`config.mk`:
```
export PLATFORM = sky130hd
export DESIGN_NAME = cmt_front
export DESIGN_NICKNAME = d
export VERILOG_FILES = /design/src/hdl/cmt_pkg.sv /design/src/hdl/cmt_front.sv
export SDC_FILE = /design/constraint.sdc
export NUM_CORES = 1
export LEC_CHECK = 0
export ABC_AREA = 0
export ABC_CLOCK_PERIOD_IN_PS = 7400
export BUFFER_PORTS_ARGS = -buffer_cell sky130_fd_sc_hd__buf_2
export CORE_AREA = 3 3 149 151
export CTS_BUF_LIST = sky130_fd_sc_hd__clkbuf_8 sky130_fd_sc_hd__clkbuf_16
export DETAILED_ROUTE_END_ITERATION = 6
export DIE_AREA = 0 0 152 154
export PLACE_DENSITY = 0.81
export SYNTH_ARGS = -nofsm -noshare
export SYNTH_HDL_FRONTEND = slang
export SYNTH_SLANG_ARGS = --single-unit
```
`constraint.sdc`:
```
create_clock -name clk -period 7.4 [get_ports clk]
set_clock_uncertainty 0.1 [all_clocks]
set_input_delay 1.11 -clock clk [delete_from_list [all_inputs] [get_ports clk]]
set_output_delay 1.11 -clock clk [all_outputs]
set_load 0.01 [all_outputs]
```
`src/hdl/cmt_pkg.sv`:
```
// ----------------------------------------------------------------------------
// cmt_pkg
// types, codes and sizes shared by the client mac table blocks
// ----------------------------------------------------------------------------
package cmt_pkg;

  localparam int ENTRIES    = 32;
  localparam int PORT_COUNT = 16;
  localparam int IDX_W      = $clog2(ENTRIES);
  localparam logic [30:0] TTL_RESET = 31'd60;

  localparam logic [2:0] CMD_CREATE     = 3'd0;
  localparam logic [2:0] CMD_UPDATE     = 3'd1;
  localparam logic [2:0] CMD_REFRESH    = 3'd2;
  localparam logic [2:0] CMD_CLEAR      = 3'd3;
  localparam logic [2:0] CMD_FLUSH_ALL  = 3'd4;
  localparam logic [2:0] CMD_FLUSH_PORT = 3'd5;
  localparam logic [2:0] CMD_TICK       = 3'd6;
  localparam logic [2:0] CMD_READ       = 3'd7;

  localparam logic [2:0] EV_DONE    = 3'd0;
  localparam logic [2:0] EV_ADDED   = 3'd1;
  localparam logic [2:0] EV_DELETED = 3'd2;
  localparam logic [2:0] EV_IPCHG   = 3'd3;
  localparam logic [2:0] EV_FULL    = 3'd4;
  localparam logic [2:0] EV_DATA    = 3'd5;
  localparam logic [2:0] EV_EMPTY   = 3'd6;

  typedef struct packed {
    logic [2:0]  command;
    logic [47:0] mac_address;
    logic [31:0] ipv4_address;
    logic [3:0]  port_id;
    logic [31:0] rx_add;
    logic [31:0] tx_add;
    logic        alive;
    logic [4:0]  entry_index;
  } req_t;

  typedef struct packed {
    logic [2:0]  event_kind;
    logic [47:0] event_mac;
    logic [31:0] event_ipv4;
    logic [3:0]  event_port;
    logic [63:0] rx_total;
    logic [63:0] tx_total;
    logic        last;
  } rsp_t;

  typedef struct packed {
    logic [47:0] mac;
    logic [31:0] ipv4;
    logic [3:0]  port;
    logic [31:0] last_seen;
    logic [63:0] rx_total;
    logic [63:0] tx_total;
  } slot_t;

  typedef enum logic [3:0] {
    OP_CREATE, OP_UPDATE, OP_REFRESH, OP_CLEAR, OP_FLUSH_ALL,
    OP_FLUSH_PORT, OP_TICK, OP_READ, OP_SKIP
  } op_t;

  typedef struct packed {
    op_t  op;
    req_t req;
  } work_t;

  function automatic op_t classify(req_t r);
    op_t o;
    case (r.command)
      CMD_CREATE:     o = (32'(r.port_id) >= 32'(PORT_COUNT)) ? OP_SKIP : OP_CREATE;
      CMD_UPDATE:     o = OP_UPDATE;
      CMD_REFRESH:    o = OP_REFRESH;
      CMD_CLEAR:      o = OP_CLEAR;
      CMD_FLUSH_ALL:  o = OP_FLUSH_ALL;
      CMD_FLUSH_PORT: o = OP_FLUSH_PORT;
      CMD_TICK:       o = OP_TICK;
      CMD_READ:       o = OP_READ;
      default:        o = OP_SKIP;
    endcase
    return o;
  endfunction

  function automatic rsp_t mk_rsp(logic [2:0] kind, slot_t s, logic last);
    rsp_t r;
    r.event_kind = kind;
    r.event_mac  = s.mac;
    r.event_ipv4 = s.ipv4;
    r.event_port = s.port;
    r.rx_total   = s.rx_total;
    r.tx_total   = s.tx_total;
    r.last       = last;
    return r;
  endfunction

endpackage

```
`src/hdl/cmt_front.sv`:
```
// ----------------------------------------------------------------------------
// cmt_front
// takes requests, classifies them and queues them for the sequencer
// ----------------------------------------------------------------------------
module cmt_front (
  input  logic          clk,
  input  logic          rst,
  input  logic          request_valid,
  output logic          request_ready,
  input  cmt_pkg::req_t request,
  output logic          work_valid,
  input  logic          work_ready,
  output cmt_pkg::work_t work
);

  cmt_pkg::work_t q [2];
  logic       wr_ptr;
  logic       rd_ptr;
  logic [1:0] count;
  logic       push;
  logic       pop;

  assign request_ready = (count != 2'd2);
  assign work_valid    = (count != 2'd0);
  assign work          = q[rd_ptr];
  assign push          = request_valid && request_ready;
  assign pop           = work_valid && work_ready;

  always_ff @(posedge clk) begin
    if (push) begin
      q[wr_ptr] <= '{op: cmt_pkg::classify(request), req: request};
    end
    if (rst) begin
      wr_ptr <= 1'b0;
      rd_ptr <= 1'b0;
      count  <= 2'd0;
    end else begin
      if (push) wr_ptr <= ~wr_ptr;
      if (pop)  rd_ptr <= ~rd_ptr;
      count <= count + {1'b0, push} - {1'b0, pop};
    end
  end

endmodule

```
==> metrics list, run 1 <==
- Input and output buffers added on the ports amount to 322.
* Level count of the clock H-tree: 1
- The number of antenna violations at the first check in global routing is 6.
* Sink Count: 319
- Buffers added to address setup during post-CTS repair amount to 0.
- The clock passes through at most 3 buffers.
* Skew-Pair Late Insertion Delay: 0.54 ns
* PostCTS Resize Cnt: 0
- Top-count cell post-synth: edfxtp_1
- Of the total power, the clock network draws 0.326.
- VDD sags by at most 0.259 mV.
* Library cells used by synthesis: 26
* Routability cong.: 0.794
- Net count reported at finish: 1023
* Number of flops mapped to enable cells by yosys: 314
- Drt first-iter violations: 389
- Reg2reg end: q[0][158]$_DFFE_PP_
* Final max-slew violation count: 0
* Actual slew at the worst max-slew pin: 1.04 ns
- After detailed routing, the average wire length per cell comes to 20.4 um.
* Area share of the leading cell type in the synthesized netlist: 0.810
- TritonCTS built the clock tree.
- Total nets after synthesis: 684
* Number of clock buffers inserted by TritonCTS: 31
- Per-instance average area after synthesis: 22.3 um^2
- Min setup slack post-route: 3.18 ns
- Worst relative slew slack: 0.307
- Synth Cell Area: 0.0116 mm^2
* Critical setup path kind: reg -> out
* Row count: 53
- Cell Chain, Critical Path: buf_4, mux2_2, buf_2
- In the synthesized netlist, the number of instances is 522.
* Detailed-routing iteration count for the pre-antenna-repair pass: 5
- Total instance count after detailed placement: 1103
- Power share of the combinational group: 0.186
- After routing, the total negative slack on setup checks comes to 0 ns.
- Wires add up to 23.8 mm.
- The share of total power dissipated in sequential elements is 0.487.
- For this configuration, the core starts out at a cell density of 0.556.
* Switching power: 0.00116 W
- The HPWL after detailed placement is 15.8 mm.
* Critical Path Sink: work[154]
- The biggest area contributor in the post-synthesis netlist is edfxtp_1.
- After clock tree synthesis, the clock-pin slew on the worst setup and hold paths is 0.06 ns.
- Of all flip-flops after synthesis, the portion carrying an async set or reset was 0.
- Overall track demand over capacity in global routing: 0.197
- Setup violators final: 0
* Maximum clock frequency: 237 MHz
- CTS placed an instance of clkbuf_16 at the clock tree root.
- Period Utilization, post-route: 0.570
* Total grt overflow: 0
* Required time of the worst setup path: 6.19 ns
- Setup repair after global routing left no endpoint under its margin.
- Core Region: 0.0210 mm^2
- The worst register-to-register path has a depth of 4.
- Classification of the worst-slack hold path: reg -> reg
- At the end of the flow the core is filled with cells to 0.691.
- Internal Pwr Total: 0.00351 W
- Counting the fill cells in the layout gives 1335.
- DRC violation count after routing: 0
* First-pass GRT wire length: 36.1 mm
* Standby leakage power: 5.42 nW
- Top cells by area in the synthesized netlist: edfxtp_1 (81%), mux2_2 (15%), buf_6 (0.97%), dfxtp_1 (0.86%), buf_4 (0.58%)
- Die width: 152 um
- Net switching fraction of the power: 0.249
- In the synthesized netlist the dominant register cell turns out to be edfxtp_1.
- Signal arrival time at the worst endpoint: 3.01 ns
- Min Clock Period, post-route: 4.22 ns
- Smallest hold slack: 0.403 ns
* Sequential element share of the synthesized area: 0.818
* Status: finished clean
- Across all layers, the routed design uses 6078 vias.
* Delay of the slowest cell on the worst path: 0.91 ns
- Largest net degree at the start of global routing: 84
- Highest net fanout along the worst path: 72
* Max-cap violations: 0
* Leading post-synthesis cells by instance count: edfxtp_1 (314), mux2_2 (157), buf_6 (10)
- The slowest stage of the critical path is the dfxtp_4 cell.
* Beginning of the worst register-to-register path: count[0]$_SDFF_PP0_
- Number of global-route vias before repair: 6332
* Count of pins on the block boundary: 324
- After clock tree synthesis, the flow added hold-fix buffers numbering 0.
* Final cell count without fillers: 1165
- Setup slack on the worst reg-to-reg path comes out at 4.51 ns.
- Hold violation count in the final report: 0
* Layout area overhead: 24.4%
- The floorplan step set the die height to 154 um.
- In the final layout, the share of cells above drive strength 1 is 0.605.
- The worst setup path is captured at an output port.
* Critical path startpoint category: flop
- Floorplan die area: 0.0234 mm^2
- Vias per cell: 5.22
* Count of warnings emitted by yosys: 0
* Pwr/cell area: 323 mW/mm^2
- Worst setup slack after placement: 3.71 ns
* Count of antenna-violating nets left after detailed routing: 0
- Counting flops and latches in the post-synthesis netlist gives 319.
logic make-up after synthesis:
family | Yosys count | synth area share
AO/OA/AOI/OAI | 6 | 0.00376
XOR/XNOR | 1 | 0.000752
adder cells (fa/ha/maj) | 1 | 0.00107
buffers and inverters | 22 | 0.0167
flip-flops | 319 | 0.818
multiplexers | 157 | 0.152
other | 1 | 0.000322
AND/OR/NAND/NOR | 15 | 0.00752
per-layer routing:
| metal | share of wire | track usage | wire length [um] |
|---|---|---|---|
| met5 | 0.0011 | 0 | 27 |
| met4 | 0.018 | 0.0492 | 422 |
| met3 | 0.095 | 0.0594 | 2270 |
| met2 | 0.51 | 0.341 | 12100 |
| met1 | 0.37 | 0.246 | 8910 |
power by group through the flow:
stage / registers [W] / logic [W] / clock network [W]
final: 0.00228 / 0.000872 / 0.00152
after global routing: 0.00230 / 0.000941 / 0.00164
after CTS: 0.00228 / 0.000886 / 0.00156
after detailed placement: 0.00232 / 0.000878 / 0
after global placement: 0.00231 / 0.000865 / 0
after floorplan: 0.00229 / 0.000597 / 0
critical path: cells and delay by family, from the launching register on:
kind | cells | cell delay (ns)
buffers and inverters | 2 | 0.99
DFF | 1 | 0.91
muxes | 1 | 0.44
cell type report:
| type | count | area [um^2] | share of cell area |
|---|---|---|---|
| timing repair buffer | 327 | 1650 | 0.114 |
| tap | 275 | 344 | 0.0237 |
| antenna | 4 | 10.0 | 0.000691 |
| sequential | 319 | 9530 | 0.658 |
| clock buffer | 31 | 776 | 0.0535 |
| inverter | 1 | 8.76 | 0.000604 |
| multi-input combinational | 181 | 1930 | 0.133 |
| clock inverter | 27 | 239 | 0.0165 |
sequential cells by signal, indices dropped and copies added, names as in the netlist, named ones only:
signal and cells:
q 314, count 2, rd_ptr 1, wr_ptr 1
stage by stage:
step / power, W / instance area [um^2]
after floorplan: 0.00288 / 11600
final: 0.00468 / 14500
after global routing: 0.00487 / 14500
after detailed placement: 0.00320 / 13500
after CTS: 0.00473 / 14500
after global placement: 0.00317 / 13500
layout by cell type, fill, tap and decap left out, drive strengths merged, types with 4 or more instances in the layout:
cell and instances:
nor2 4, dfxtp 5, buf 327, bufinv 4, clkbuf 31, mux2 157, edfxtp 314, clkinv 9
clkinvlp 6, inv 9, diode 4
worst min-delay path by stage:
stage	start	endpoint	slack [ns]	depth (start not counted)
floorplan	rd_ptr$_SDFFE_PP0P_	flop	0.37	2
global placement	rd_ptr$_SDFFE_PP0P_	flop	0.38	2
detailed placement	rd_ptr$_SDFFE_PP0P_	rd_ptr$_SDFFE_PP0P_	0.39	2
CTS	rd_ptr$_SDFFE_PP0P_	rd_ptr$_SDFFE_PP0P_	0.41	2
global route	rd_ptr$_SDFFE_PP0P_	flop	0.43	2
finish	rd_ptr$_SDFFE_PP0P_	rd_ptr$_SDFFE_PP0P_	0.40	2
No activity file was read; power rests on OpenSTA's default activity.
==> run 2: changes to the inputs <==
==> config.mk (replaced) <==
export PLATFORM = sky130hd
export DESIGN_NAME = cmt_front
export DESIGN_NICKNAME = d
export VERILOG_FILES = /design/src/hdl/cmt_pkg.sv /design/src/hdl/cmt_front.sv
export SDC_FILE = /design/constraint.sdc
export NUM_CORES = 1
export LEC_CHECK = 0
export ABC_AREA = 1
export ABC_CLOCK_PERIOD_IN_PS = 3600
export BUFFER_PORTS_ARGS = -buffer_cell sky130_fd_sc_hd__buf_2
export CORE_AREA = 3 3 162 164
export CTS_BUF_LIST = sky130_fd_sc_hd__clkbuf_8 sky130_fd_sc_hd__clkbuf_16
export DETAILED_ROUTE_END_ITERATION = 6
export DIE_AREA = 0 0 165 167
export PLACE_DENSITY = 0.73
export SYNTH_ARGS = -nofsm -noshare
export SYNTH_HDL_FRONTEND = slang
export SYNTH_SLANG_ARGS = --single-unit
==> constraint.sdc (replaced) <==
create_clock -name clk -period 3.6 [get_ports clk]
set_clock_uncertainty 0.1 [all_clocks]
set_input_delay 0.54 -clock clk [delete_from_list [all_inputs] [get_ports clk]]
set_output_delay 0.54 -clock clk [all_outputs]
set_load 0.01 [all_outputs]
==> run 2 against run 1 <==
Wire length fell by 5.0%. Highest routed layer unchanged. Largest power group unchanged. Die area rose by 18%. Clock power rose by 110%. Global-route usage fell by 4.1 points. Largest cell class unchanged. Core utilization fell by 11 points. Clock-buffer cell count rose by 7.
==> metrics list, run 2 <==
- Status: finished clean
- The number of failing hold endpoints at the final stage was 0.
- Layout area overhead: 25.7%
- Of all cell types, the one taking the most synthesized area is edfxtp_1.
* Leading post-synthesis cells by instance count: edfxtp_1 (314), mux2_2 (157), buf_6 (13)
- Adder and majority cell fraction of the synthesized area: 0.00108
- Post-synthesis mux area share: 0.152
* Top cells by area in the synthesized netlist: edfxtp_1 (81%), mux2_2 (15%), buf_6 (1.3%), dfxtp_1 (0.86%), buf_4 (0.39%)
* Pwr/cell area: 705 mW/mm^2
- Among cell families on the critical path, the largest total delay comes from buffers and inverters.
- Sink Count: 319
- edfxtp_1 is the most common cell in the netlist.
* Count of pins on the block boundary: 324
* Level count of the clock H-tree: 2
* Number of clock buffers inserted by TritonCTS: 34
* Min setup slack post-route: 0.770 ns
- DRC violation count after routing: 0
* Largest net degree at the start of global routing: 158
- The count of cells in the finished layout, fillers not included, comes to 1229.
* Buffer type at the clock tree root: clkbuf_16
- Hold repair after CTS inserted 0 buffers.
- Critical path buffer and inverter count: 2
- Smallest hold slack: 0.128 ns
* Fraction of the mapped netlist area in compound gates: 0.000860
- Synth Cell Area: 0.0116 mm^2
- The die is 167 um tall.
- Internal power comes to 0.00761 W.
- Total nets after synthesis: 691
- Endpoint kind of the worst setup timing path: output port
* Total instance count after detailed placement: 1166
- Core Region: 0.0250 mm^2
- Summing over every cut layer, the via total after detailed routing is 5964.
- Routability cong.: 0.750
- Proportion of synthesized flip-flops having asynchronous set or reset: 0
* Actual slew at the worst max-slew pin: 0.924 ns
- Of the total synthesized cell area, the portion taken by AND, OR, NAND and NOR gates is 0.00634.
- On the worst path, the slowest cell contributes a delay of 0.57 ns.
* Net count reported at finish: 1034
* PostCTS Resize Cnt: 0
- Standby leakage power: 5.49 nW
- Setup repair after global routing left no endpoint under its margin.
- Sequential share of power: 0.467
- Setup violators final: 0
- In this run, synthesis produced a sequential element count of 319.
- Among all flip-flop cells after synthesis, the most frequent one is edfxtp_1.
- The number of different library cells used by synthesis comes to 15.
- Number of antenna violations at the first check in global routing: 5
* Max-cap violations: 0
- Headroom to the max-slew limit came out at 0.384.
- Post-CTS Setup Inserts: 0
- Ranked by flip-flop count, first place goes to q.
- Per-instance average area after synthesis: 22.0 um^2
- In the final layout, the share of cells above drive strength 1 is 0.592.
- Count of antenna-violating nets left after detailed routing: 0
- Period Utilization, post-route: 0.786
- Switching power: 0.00270 W
* Skew-Pair Late Insertion Delay: 0.50 ns
* Cell Chain, Critical Path: buf_12, mux2_2, buf_2
* Post-DR wirelength/cell: 18.4 um
- Worst vdd rail ir drop: 0.469 mV
- In this run, synthesis inferred 314 flip-flops with an integrated enable.
- Summing all placed instances gives a cell area of 0.0136 mm^2.
* Critical path startpoint category: flop
- The register with the most flip-flops in the layout has 314 of them.
- Subtracting the final worst setup slack from the clock period gives 2.83 ns.
* Area share of the leading cell type in the synthesized netlist: 0.810
- By area, the combinational part of the netlist is dominated by multiplexers.
* Worst-path cell with the longest stage delay: buf_12
- Highest net fanout along the worst path: 157
- The die covers 0.0276 mm^2.
- Worst hold path startpoint: request[17]
- Xor and xnor fraction of the mapped netlist area: 0.000753
- Synthesis handed over a netlist of 529 instances.
* Clock group share of total power: 0.305
* First-pass GRT wire length: 33.5 mm
- Static timing analysis puts the maximum clock frequency at 353 MHz.
* Classification of the worst-slack hold path: in -> reg
* Detailed-routing iteration count for the pre-antenna-repair pass: 4
- Once layout is complete, the utilization of the core stands at 0.584.
* Net switching fraction of the power: 0.262
- The initial utilization of the core area, before any placement, comes to 0.465.
* Top library cells by usage in the layout, fill and taps aside: buf_2 (322), edfxtp_1 (314), mux2_2 (157)
* Total grt overflow: 0
- Power share of the combinational group: 0.228
* Final design instance area without fill: 0.0146 mm^2
* CTS tree: yes
- During placement, the flow inserted port buffers numbering 322.
- Worst setup slack after placement: 1.30 ns
- For the worst setup path, the data arrival time is 2.19 ns.
- Yosys printed 0 warnings.
- Die width: 165 um
* Final wirelength: 22.6 mm
- Of the synthesized area, sequential elements account for 0.819.
- The via count of the first global-routing pass is 6337.
* Required time of the worst setup path: 2.96 ns
* Maximum count of clock buffers along a single path: 3
- Clock-pin slew was measured on the worst setup and hold paths at 0.06 ns.
- For this run, the total global-route usage over all layers was measured as 0.156.
* Regs by FF count: q: 314 flops, count: 2 flops
- In this run, the number of DRC markers left after iteration 0 of detailed routing was 359.
- Using the TritonRoute via totals, the vias-per-cell ratio works out to 4.85.
- Critical setup path kind: reg -> out
* Row count: 58
- Beginning of the worst register-to-register path: count[0]$_SDFF_PP0_
- Leading cell type in the layout, fill and taps excluded: buf_2
- Final max-slew violation count: 0
- Total half-perimeter wirelength after legalization and detailed placement: 14.6 mm
==> run 2: worst paths after layout <==
path	endpoint	slack, ns	cells past startpoint
min	q[0][17]$_DFFE_PP_	0.13	1
min reg2reg	flop	0.42	2
max	work[128]	0.77	3
max reg2reg	q[0][40]$_DFFE_PP_	1.40	5
==> run 2: logic make-up after synthesis <==
family / Yosys count
flops: 319
mux: 157
buf+inv: 29
simple gates: 19
compound gates: 2
fa+ha+maj: 1
other cells: 1
xor+xnor: 1
==> run 2: layout make-up <==
class	instances	area [um^2]
Sequential cell	319	9530
Timing Repair Buffer	328	1720
Antenna cell	4	10.0
Inverter	8	30.0
Fill cell	1929	10400
Multi-Input combinational cell	181	1890
Clock buffer	38	940
Clock inverter	21	88.8
Tap cell	330	413
==> run 2: per-layer routing <==
layer / vias up / GRT usage / wire, um
met4: 2 / 0.0474 / 501
met3: 40 / 0.0562 / 2040
met2: 241 / 0.269 / 11500
met5: - / 0 / 13
met1: 2911 / 0.182 / 8480
li1: 2770 / - / -
==> run 2: stage by stage <==
step / power, W / TNS, ns
3_3_place_gp: 0.00724 / 0
6_report: 0.0103 / 0
2_1_floorplan: 0.00646 / -545.09
4_1_cts: 0.0105 / 0
5_1_grt: 0.0108 / 0
3_5_place_dp: 0.00729 / 0
==> run 2: power by group through the flow <==
stage | logic [W] | clock network [W] | registers (W)
global route | 0.00255 | 0.00339 | 0.00487
floorplan | 0.00152 | 0 | 0.00494
global placement | 0.00238 | 0 | 0.00487
finish | 0.00235 | 0.00314 | 0.00482
detailed placement | 0.00239 | 0 | 0.00490
CTS | 0.00241 | 0.00324 | 0.00483
==> run 3: changes to the inputs <==
--- a/config.mk
+++ b/config.mk
@@ -6,13 +6,13 @@
 export NUM_CORES = 1
 export LEC_CHECK = 0
 export ABC_AREA = 1
-export ABC_CLOCK_PERIOD_IN_PS = 3600
+export ABC_CLOCK_PERIOD_IN_PS = 2800
 export BUFFER_PORTS_ARGS = -buffer_cell sky130_fd_sc_hd__buf_2
-export CORE_AREA = 3 3 162 164
+export CORE_AREA = 3 3 154 156
 export CTS_BUF_LIST = sky130_fd_sc_hd__clkbuf_8 sky130_fd_sc_hd__clkbuf_16
 export DETAILED_ROUTE_END_ITERATION = 6
-export DIE_AREA = 0 0 165 167
-export PLACE_DENSITY = 0.73
+export DIE_AREA = 0 0 157 159
+export PLACE_DENSITY = 0.77
 export SYNTH_ARGS = -nofsm -noshare
 export SYNTH_HDL_FRONTEND = slang
 export SYNTH_SLANG_ARGS = --single-unit
==> constraint.sdc (replaced) <==
create_clock -name clk -period 2.8 [get_ports clk]
set_clock_uncertainty 0.1 [all_clocks]
set_input_delay 0.42 -clock clk [delete_from_list [all_inputs] [get_ports clk]]
set_output_delay 0.42 -clock clk [all_outputs]
set_load 0.01 [all_outputs]
==> run 3 against run 2 <==
Cell area is 11% higher. Worst setup slack lost 0.57 ns. Cell count increased by 9.2%. Total power increased by 31%. Non-clock buffer count up 161. First-iteration DRC count grew 0.56%. Core utilization is 13 points higher. Register-to-register slack lost 0.41 ns. Critical path type unchanged.
==> metrics list, run 3 (synthesized netlist as in run 2, its figures left out) <==
* Status: finished clean
- Number of clock buffers inserted by TritonCTS: 31
* Level count of the clock H-tree: 1
* Sequential share of power: 0.463
* Sink Count: 319
* Min Clock Period, post-route: 2.60 ns
* Total half-perimeter wirelength after legalization and detailed placement: 14.8 mm
- The largest registers in the layout are q: 314 flops, count: 2 flops.
- Routability cong.: 0.752
* Buffer type at the clock tree root: clkbuf_16
- Core Region: 0.0225 mm^2
- First-pass GRT wire length: 39.4 mm
- The analysis attributes to cell leakage a power of 6.15 nW.
- After floorplanning, the core was divided into 55 placement rows.
* DRC violation count after routing: 0
* Setup violators final: 0
- Required time of the worst setup path: 2.28 ns
- Unrepaired setup endpoints after global routing: no
- Top library cells by usage in the layout, fill and taps aside: buf_2 (322), edfxtp_1 (314), dlygate4sd3_1 (158)
- Post-DR wirelength/cell: 19.2 um
- 324 I/O pins were placed.
- Overall track demand over capacity in global routing: 0.199
- Critical setup path kind: reg -> out
- For the pin with the worst max-slew slack, the measured transition is 0.578 ns.
- Final max-slew violation count: 0
- Hold buffer count at CTS: 158
- Highest net fanout along the worst path: 27
* Period Utilization, post-route: 0.929
* Worst vdd rail ir drop: 0.685 mV
- Leading cell type in the layout, fill and taps excluded: buf_2
* Total grt overflow: 0
- Largest net degree at the start of global routing: 97
- The number of placed instances, taps included, is 1124.
- In this run the power density over the cells is 839 mW/mm^2.
* Net count reported at finish: 1192
- Fraction of layout cells with a size suffix above 1: 0.508
- Measured along the x axis, the die boundary spans 157 um.
- The finished layout holds 1342 standard cells, fillers aside.
* Number of global-route vias before repair: 7337
* Maximum count of clock buffers along a single path: 3
* Power share of the combinational group: 0.239
* Clock group share of total power: 0.297
* Internal Pwr Total: 0.00995 W
- Worst-path cell with the longest stage delay: dfxtp_4
* Net switching fraction of the power: 0.266
- Overall die height: 159 um
- Post-CTS timing repair inserted 0 buffers for setup.
* Drt first-iter violations: 361
- Summing over every cut layer, the via total after detailed routing is 6722.
- Worst relative slew slack: 0.615
* Delay of the slowest cell on the worst path: 0.62 ns
- Reg with most FFs: q
- The signal on the critical path passes through buf_4, mux2_2, buf_2.
- Number of buffer cells added on primary ports: 322
- PostCTS Resize Cnt: 0
- Dividing the detail-routed via count by the number of cells gives 5.01.
- Effective utilization at floorplan: 0.517
- Signal arrival time at the worst endpoint: 2.08 ns
- Clock-pin slew was measured on the worst setup and hold paths at 0.06 ns.
* Floorplan die area: 0.0250 mm^2
- The design draws 0.0136 W.
- Layout area overhead: 38.9%
* Count of antenna-violating nets left after detailed routing: 0
- TritonCTS built the clock tree.
- The number of failing hold endpoints at the final stage came to 0.
- Endpoint kind of the worst setup timing path: output port
- Max-cap violations: 0
* Classification of the worst-slack hold path: in -> reg
- The number of antenna violations at the first check in global routing was 2.
- Summed over all nets, the switching power comes to 0.00361 W.
* Critical path startpoint category: flop
- Final wirelength: 25.7 mm
* Critical path buffer and inverter count: 2
- Detailed-routing iteration count for the pre-antenna-repair pass: 4
- Family of cells with the greatest summed delay on the critical path: flip-flops
* Max reg flops: 314
- Skew-Pair Late Insertion Delay: 0.55 ns
- Maximum clock frequency: 385 MHz
## run 3: area by class of cell
| cell class | count | area, um^2 |
|---|---|---|
| sequential | 319 | 9530 |
| fill | 1348 | 6340 |
| timing repair buffer | 489 | 3340 |
| multi-input combinational | 181 | 1910 |
| clock buffer | 31 | 776 |
| tap | 285 | 357 |
| clock inverter | 27 | 218 |
| inverter | 8 | 30.0 |
| antenna | 2 | 5.00 |
## run 3: worst paths after layout
check	from	endpoint	slack, ns	cells past startpoint
worst max-delay path	flop	work[86]	0.20	3
worst min-delay path	request_valid	wr_ptr$_SDFFE_PP0P_	0.13	3
worst min register to register	rd_ptr$_SDFFE_PP0P_	rd_ptr$_SDFFE_PP0P_	0.41	2
worst max register to register	count[1]$_SDFF_PP0_	count[1]$_SDFF_PP0_	0.99	10
## run 3: worst min-delay path, cell delays in order
cell     delay (ns)
buf_2          0.12
a21oi_1        0.07
nor3_1         0.12
## run 3: power groups by stage
| stage | registers [W] | logic, W | clock network [W] |
|---|---|---|---|
| floorplan | 0.00630 | 0.00197 | 0 |
| global route | 0.00634 | 0.00348 | 0.00431 |
| global placement | 0.00633 | 0.00302 | 0 |
| CTS | 0.00627 | 0.00324 | 0.00411 |
| detailed placement | 0.00637 | 0.00304 | 0 |
| finish | 0.00628 | 0.00324 | 0.00403 |
## run 3: layer usage
| metal | track usage | share of wire | vias to the layer above |
|---|---|---|---|
| met5 | 0 | 0 | - |
| met4 | 0.0669 | 0.035 | 0 |
| met3 | 0.0413 | 0.066 | 64 |
| met2 | 0.363 | 0.53 | 274 |
| met1 | 0.233 | 0.37 | 3302 |
| li1 | - | - | 3082 |
## run 3: stage by stage
stage / cell area, um^2 / setup WS [ns] / setup TNS (ns) / utilization / hold WS [ns]
floorplan: 11700 / -0.594 / -182.34 / - / 0.367
global placement: 13600 / 0.774 / 0 / 0.604 / 0.382
detailed placement: 13600 / 0.750 / 0 / 0.604 / 0.398
CTS: 16200 / 0.131 / 0 / 0.718 / 0.0709
global route: 16200 / 0.0865 / 0 / 0.718 / 0.175
finish: 16200 / 0.199 / 0 / 0.718 / 0.134
